==> src/design/ascw_pkg.sv <==
// Package of the credit window block: operation and status codes,
// register indexes and stream field widths. Depends on nothing.
`timescale 1ns / 1ps

package ascw_pkg;

	localparam int LENGTH_W   = 32;
	localparam int CONSUMED_W = 48;
	localparam int WINDOW_W   = 48;
	localparam int MAXWIN_W   = 32;
	localparam int MINWIN_W   = 32;
	localparam int LIMIT_W    = 48;

	localparam int IN_TDATA_W  = 88;
	localparam int OUT_TDATA_W = 56;
	localparam int OUT_PAD_W   = OUT_TDATA_W - WINDOW_W - 2;

	localparam int CFG_ADDR_W = 2;
	localparam int CFG_DATA_W = 48;

	localparam logic [CFG_ADDR_W-1:0] REG_MAX_WINDOW   = 2'd0;
	localparam logic [CFG_ADDR_W-1:0] REG_MIN_WINDOW   = 2'd1;
	localparam logic [CFG_ADDR_W-1:0] REG_SHARED_LIMIT = 2'd2;

	typedef enum logic [1:0] {
		OP_WRITE    = 2'd0,
		OP_FEEDBACK = 2'd1,
		OP_OPEN     = 2'd2
	} op_t;

	typedef enum logic [2:0] {
		ST_ACCEPTED   = 3'd0,
		ST_FULL       = 3'd1,
		ST_WR_FAILED  = 3'd2,
		ST_FB_APPLIED = 3'd3,
		ST_FB_IGNORED = 3'd4,
		ST_OPENED     = 3'd5
	} status_t;

endpackage

==> src/design/adaptive_stream_credit_window.sv <==
// Sender side of a byte-credit flow-control window with shared-link adaptation.
// Depends on ascw_pkg.
`timescale 1ns / 1ps

// Usage
//   Requests enter on the s_ channel: s_tuser carries the operation (write, peer
//   feedback, open), s_tdata the length, the consumed total and the downstream
//   write outcome. Each request gives exactly one result on the m_ channel:
//   status on m_tuser, window, full flag and wake flag on m_tdata.
//   The three registers are written on the cfg_ port while no request is in
//   flight; index 0 is the maximum window, 1 the minimum, 2 the shared limit.
// Timing
//   A request is held in an input register, evaluated against the window state
//   and written to the output register, which drives its result. One request
//   is taken every cycle unless the receiver stalls the result: the state
//   update closes within the single evaluation stage.
// Reset and stalls
//   Reset clears the registers, counters, window and both stages. When the
//   receiver holds m_tready low, the result stays put, the input register still
//   takes one request and s_tready then falls until the result leaves.
module adaptive_stream_credit_window
	import ascw_pkg::*;
#(
	parameter int COUNT_BITS = 48
) (
	input  logic                    clk,
	input  logic                    arst_n,
	input  logic                    s_tvalid,
	output logic                    s_tready,
	// [31:0] length, [79:32] consumed_total, [80] write_ok, rest zero
	input  logic [IN_TDATA_W-1:0]   s_tdata,
	// [1:0] op
	input  logic [1:0]              s_tuser,
	output logic                    m_tvalid,
	input  logic                    m_tready,
	// [47:0] window, [48] is_full, [49] became_writable, rest zero
	output logic [OUT_TDATA_W-1:0]  m_tdata,
	// [2:0] status
	output logic [2:0]              m_tuser,
	input  logic                    cfg_wen,
	input  logic [CFG_ADDR_W-1:0]   cfg_addr,
	input  logic [CFG_DATA_W-1:0]   cfg_wdata
);

	localparam int CW = COUNT_BITS;

	function automatic logic [CW-1:0] sat_add(input logic [CW-1:0] a, input logic [CW-1:0] b);
		logic [CW:0] s;
		s = {1'b0, a} + {1'b0, b};
		return s[CW] ? {CW{1'b1}} : s[CW-1:0];
	endfunction

	function automatic logic full_chk(input logic [CW-1:0] prod, input logic [CW-1:0] cons,
			input logic [CW-1:0] win);
		logic [CW-1:0] diff;
		diff = prod - cons;
		return (win != '0) && (prod >= cons) && (diff >= win);
	endfunction

	// Configuration registers.
	logic [MAXWIN_W-1:0] max_window_q;
	logic [MINWIN_W-1:0] min_window_q;
	logic [LIMIT_W-1:0]  shared_limit_q;

	always_ff @(posedge clk or negedge arst_n) begin
		if (!arst_n) begin
			max_window_q   <= '0;
			min_window_q   <= '0;
			shared_limit_q <= '0;
		end else if (cfg_wen) begin
			case (cfg_addr)
				REG_MAX_WINDOW:   max_window_q   <= cfg_wdata[MAXWIN_W-1:0];
				REG_MIN_WINDOW:   min_window_q   <= cfg_wdata[MINWIN_W-1:0];
				REG_SHARED_LIMIT: shared_limit_q <= cfg_wdata[LIMIT_W-1:0];
				default:          ;
			endcase
		end
	end

	// Input stage.
	logic                  valid_s1;
	op_t                   op_s1;
	logic [LENGTH_W-1:0]   len_s1;
	logic [CONSUMED_W-1:0] consumed_s1;
	logic                  write_ok_s1;

	// Output stage.
	logic                  valid_s2;
	status_t               status_s2;
	logic [WINDOW_W-1:0]   window_s2;
	logic                  is_full_s2;
	logic                  wake_s2;

	logic advance;
	logic fire;

	assign advance  = !valid_s2 || m_tready;
	assign fire     = valid_s1 && advance;
	assign s_tready = !valid_s1 || advance;

	always_ff @(posedge clk or negedge arst_n) begin
		if (!arst_n) begin
			valid_s1 <= 1'b0;
		end else if (s_tready) begin
			valid_s1 <= s_tvalid;
		end
	end

	always_ff @(posedge clk) begin
		if (s_tready && s_tvalid) begin
			op_s1       <= op_t'(s_tuser);
			len_s1      <= s_tdata[LENGTH_W-1:0];
			consumed_s1 <= s_tdata[LENGTH_W+CONSUMED_W-1:LENGTH_W];
			write_ok_s1 <= s_tdata[LENGTH_W+CONSUMED_W];
		end
	end

	// Window state. full_q always equals the full test on the current state,
	// so the write path needs no subtraction of its own.
	logic [CW-1:0] produced_q;
	logic [CW-1:0] consumed_q;
	logic [CW-1:0] window_q;
	logic [CW-1:0] link_q;
	logic          full_q;

	logic [CW-1:0]       produced_n;
	logic [CW-1:0]       consumed_n;
	logic [CW-1:0]       window_n;
	logic [CW-1:0]       link_n;
	logic                full_n;
	logic                wake_n;
	status_t             status_n;

	logic [MINWIN_W-1:0] eff_min;
	logic [CW-1:0]       open_win;
	logic [CW-1:0]       newc;
	logic [CW-1:0]       delta;
	logic [CW-1:0]       link_sub;
	logic [CW-1:0]       dbl;
	logic [CW-1:0]       dbl_cap;
	logic                shared_on;
	logic                fb_apply;
	logic                crowded;
	logic                grow;

	always_comb begin
		// A minimum above a nonzero maximum counts as no minimum.
		eff_min   = ((max_window_q != '0) && (min_window_q > max_window_q)) ? '0 : min_window_q;
		shared_on = (shared_limit_q != '0);
		open_win  = (shared_on && (eff_min != '0)) ? CW'(eff_min) : CW'(max_window_q);
		newc      = CW'(consumed_s1);
		fb_apply  = (window_q != '0) && (newc > consumed_q);
		delta     = newc - consumed_q;
		link_sub  = (link_q > delta) ? (link_q - delta) : '0;
		crowded   = 64'(link_sub) > 64'(shared_limit_q);
		grow      = full_chk(produced_q, newc, window_q) &&
			((max_window_q == '0) || (64'(window_q) < 64'(max_window_q)));
		dbl       = sat_add(window_q, window_q);
		dbl_cap   = ((max_window_q != '0) && (64'(dbl) > 64'(max_window_q))) ?
			CW'(max_window_q) : dbl;

		produced_n = produced_q;
		consumed_n = consumed_q;
		window_n   = window_q;
		link_n     = link_q;
		full_n     = full_q;
		wake_n     = 1'b0;
		status_n   = ST_FB_IGNORED;

		case (op_s1)
			OP_OPEN: begin
				produced_n = '0;
				consumed_n = '0;
				window_n   = open_win;
				full_n     = 1'b0;
				status_n   = ST_OPENED;
			end
			OP_WRITE: begin
				if (full_q) begin
					status_n = ST_FULL;
				end else if (!write_ok_s1) begin
					// A refused write leaves the count as it was.
					status_n = ST_WR_FAILED;
				end else begin
					if (window_q != '0) begin
						produced_n = sat_add(produced_q, CW'(len_s1));
					end
					if (shared_on) begin
						link_n = sat_add(link_q, CW'(len_s1));
					end
					full_n   = full_chk(produced_n, consumed_q, window_q);
					status_n = ST_ACCEPTED;
				end
			end
			OP_FEEDBACK: begin
				if (fb_apply) begin
					if (shared_on) begin
						link_n = link_sub;
						if (crowded) begin
							window_n = (eff_min != '0) ? CW'(eff_min) : (window_q >> 1);
						end else if (grow) begin
							window_n = dbl_cap;
						end
					end
					consumed_n = newc;
					full_n     = full_chk(produced_q, newc, window_n);
					wake_n     = full_q && !full_n;
					status_n   = ST_FB_APPLIED;
				end
			end
			default: ;
		endcase
	end

	always_ff @(posedge clk or negedge arst_n) begin
		if (!arst_n) begin
			produced_q <= '0;
			consumed_q <= '0;
			window_q   <= '0;
			link_q     <= '0;
			full_q     <= 1'b0;
		end else if (fire) begin
			produced_q <= produced_n;
			consumed_q <= consumed_n;
			window_q   <= window_n;
			link_q     <= link_n;
			full_q     <= full_n;
		end
	end

	always_ff @(posedge clk or negedge arst_n) begin
		if (!arst_n) begin
			valid_s2 <= 1'b0;
		end else if (advance) begin
			valid_s2 <= valid_s1;
		end
	end

	always_ff @(posedge clk) begin
		if (fire) begin
			status_s2  <= status_n;
			window_s2  <= WINDOW_W'(window_n);
			is_full_s2 <= full_n;
			wake_s2    <= wake_n;
		end
	end

	assign m_tvalid = valid_s2;
	assign m_tuser  = status_s2;
	assign m_tdata  = {{OUT_PAD_W{1'b0}}, wake_s2, is_full_s2, window_s2};

endmodule

==> config.mk <==
export PLATFORM = sky130hd
export DESIGN_NAME = adaptive_stream_credit_window
export DESIGN_NICKNAME = d
export VERILOG_FILES = /design/src/design/ascw_pkg.sv /design/src/design/adaptive_stream_credit_window.sv
export SDC_FILE = /design/constraint.sdc
export NUM_CORES = 2
export LEC_CHECK = 0
export ABC_AREA = 1
export BUFFER_PORTS_ARGS = -buffer_cell sky130_fd_sc_hd__buf_2
export CORE_MARGIN = 8
export CORE_UTILIZATION = 50
export CTS_CLUSTER_DIAMETER = 120
export DETAILED_ROUTE_END_ITERATION = 8
export GPL_ROUTABILITY_DRIVEN = 1
export PLACE_DENSITY_LB_ADDON = 0.05
export SYNTH_ARGS = -nofsm -noshare
export SYNTH_HDL_FRONTEND = slang
export SYNTH_SLANG_ARGS = --single-unit
export TNS_END_PERCENT = 10
==> constraint.sdc <==
create_clock -name clk -period 22.3 [get_ports clk]
set_clock_uncertainty 0.2 [all_clocks]
set_input_delay 3.345 -clock clk [delete_from_list [all_inputs] [get_ports clk]]
set_output_delay 3.345 -clock clk [all_outputs]
set_load 0.01 [all_outputs]
==> metrics <==
Tcrit/Tclk final 60.1%; Synth cell types between 70 and 80; Post-Layout Inst Area 0.0462 sq mm; Synth top area share 18.1%; Pwr per Cell Area between 150 and 200 mW/mm^2; Mapped Avg Cell Area 7.09 sq um; CTS root buffer clkbuf_16; Seq. cell area roughly 0.012 sq mm; CP endpoint kind flip-flop; Avg Vias per Cell 5.80; row cnt 106; Routed Antenna Nets 0; peak supply drop 121 uV; Leakage ~23 nW; min Tclk post-route around 13 ns; first-pass GRT wire length around 240000 um; sequential area share after synthesis 27.8%; f_max approximately 0.075 GHz; most common cell after layout, fill and taps aside nand2_1; DRC 0; Synth area leader dfrtp_1; status completed; Resize count post-CTS 0; Synth async-reset ratio about 70%; worst skew pair latency approximately 0.7 ns; Initial Util between 50% and 60%; maxcap violations 0; vias in the first global route 39527; total wire length roughly 160000 um; initial antenna violation count 3; relative slew slack roughly an eighth; CP max-delay cell nor4b_1; Die Area 0.0943 sq mm; post-synthesis xor/xnor area fraction 4.42%; Yosys reg bits 443; clock sinks ~440; layout cells sized above 1 ~6.7%; Area growth syn-to-layout 9.08%; RSZ-0062 raised after global routing false; Critical Path RT between 20 and 25 ns; GRT Overall Usage between 30% and 40%; Port Buffers between 150 and 200; Synth Area in Adders 16.4%; H-tree Lvls 2; gpl congestion ~1.0; Die X around 310 um; CTS clk-pin slew, worst paths 0.06 ns; Pins Over Slew Limit 0; Final nets around 7000; postcts setup bufs 0; CP max stage delay roughly 1 ns; hold crit path type flip-flop to flip-flop; IO Pins just over 200; cell mode on critical path nand2_1; DRT iter0 DRCs between 4000 and 5000; DP HPWL roughly 130000 um; Setup TNS Final 0 ns; Initial DRT Pass Iterations 8; YS warnings 0; crit-path max FO 34; clk buf depth 3; Placement Cell Area ~0.044 sq mm; Compound-Gate Fraction of Synth Area between 10% and 20%; mux contribution to synthesized area 0%; Area contributors post-synth dfrtp_1 (18%), ha_1 (16%), nand2_1 (12%); Worst EP arrival between 10 and 15 ns; largest family of logic cells by synthesized area simple AND/OR/NAND/NOR gates; area of the multi-input gates ~0.027 sq mm; Post-Synth Simple-Gate Area 22.8%; CTS tree done; cts bufs inserted 54; wire per inst roughly 22 um; Startpoint Class flip-flop; most used flip-flop cell after synthesis dfrtp_1; chip height roughly 310 um; largest net degree at the start of global routing 98; number of fill cells in the layout between 8000 and 9000; Core Area about 0.084 sq mm; final hold slack roughly 0.29 ns; Synth Cell Area approximately 0.042 sq mm; leading cell types in the layout, fill and taps excluded nand2_1 (1352), inv_1 (751), a21oi_1 (567); grt ovf 0; Tightest Pin Transition about 1.3 ns; critical path type flip-flop to flip-flop; Cells after Synth ~6000; count of final hold-check violations 0; Post-synth EDFFs ~140; CTS Hold Bufs 0; Setup Viol. Count Final 0; via count ~42000
## Yosys cell counts, types with 12 or more instances
cell / n
nor4_1: 39
buf_2: 39
dfrtp_1: 307
o21bai_1: 22
a21o_1: 15
clkbuf_1: 95
a21boi_0: 15
a211oi_1: 15
buf_4: 17
o21ai_1: 51
o21a_1: 37
nor2_1: 481
or2_2: 12
nand3_1: 262
ha_1: 547
nand2_1: 1355
o22ai_1: 61
o211ai_1: 24
nand4_1: 71
xor2_1: 109
o21ai_0: 511
o221ai_1: 35
edfxtp_1: 136
a31oi_1: 71
xnor2_1: 105
inv_2: 18
inv_1: 753
nor3_1: 54
a21oi_2: 12
a21oi_1: 568
## sequential cells by signal, summed over array words and instances (netlist names), 2 cells and up
name / count
m_tuser: 3
op_s1: 2
consumed_s1: 48
link_q: 48
min_window_q: 32
window_s2: 48
max_window_q: 32
shared_limit_q: 48
produced_q: 48
len_s1: 32
window_q: 48
consumed_q: 48
## metal layers
metal / GRT usage (%) / wire length [um]
met1: 44.1 / 68500
met2: 50.9 / 68300
met3: 5.50 / 13400
met4: 13.6 / 7600
met5: 0 / 34
## cell type report
cell class | count | area share [%]
clock buffer | 69 | 3.27
sequential | 443 | 25.5
timing repair buffer | 231 | 2.73
multi-input combinational | 4594 | 58.3
inverter | 775 | 6.30
clock inverter | 31 | 0.885
tap | 1134 | 3.07
antenna | 2 | 0.0108
## where the power goes
group,leakage (nW),switching [W],internal (W)
Combinational,16.7,0.00365,0.00194
Sequential,5.26,0.000221,0.00103
Clock,0.925,0.000396,0.000574
Total,22.9,0.00427,0.00354
## stage by stage
stage | instances | setup slack (ns) | total power, W | util (%)
floorplan | 5981 | 13.79 | 0.00514 | -
detailed placement | 7177 | 9.30 | 0.00672 | 52.8
CTS | 7277 | 9.25 | 0.00772 | 55.1
global route | 7277 | 8.27 | 0.00855 | 55.1
finish | 7279 | 8.90 | 0.00781 | 55.1
global placement | 7177 | 9.28 | 0.00664 | 52.8
## cells by family after synthesis
| logic type | Yosys count |
|---|---|
| XOR/XNOR | 214 |
| flip-flops | 443 |
| AO/OA/AOI/OAI | 1497 |
| adder cells (fa/ha/maj) | 553 |
| buffers and inverters | 944 |
| other | 1 |
| AND/OR/NAND/NOR | 2324 |
## final timing paths
check	start	end	slack, ns	cells past startpoint
setup reg to reg	consumed_s1[0]	wake_s2	8.90	63
hold reg to reg	max_window_q[11]	max_window_q[11]	0.29	2
max in group asynchronous	arst_n	m_tvalid	17.38	3
min in group asynchronous	arst_n	shared_limit_q[44]	2.41	1
setup / recovery	consumed_s1[0]	wake_s2	8.90	63
hold / removal	max_window_q[11]	max_window_q[11]	0.29	2
## critical path: cells and delay by family, from the launching register on
kind                       cells  cell delay, ns
buffers and inverters         10            1.89
xor gates and xnor gates       1            0.56
adders and majority gates      5            1.59
AOI/OAI and AO/OA             21            4.34
DFF                            1            0.46
and+or+nand+nor               26            4.05
No activity file was read; power rests on OpenSTA's default activity.
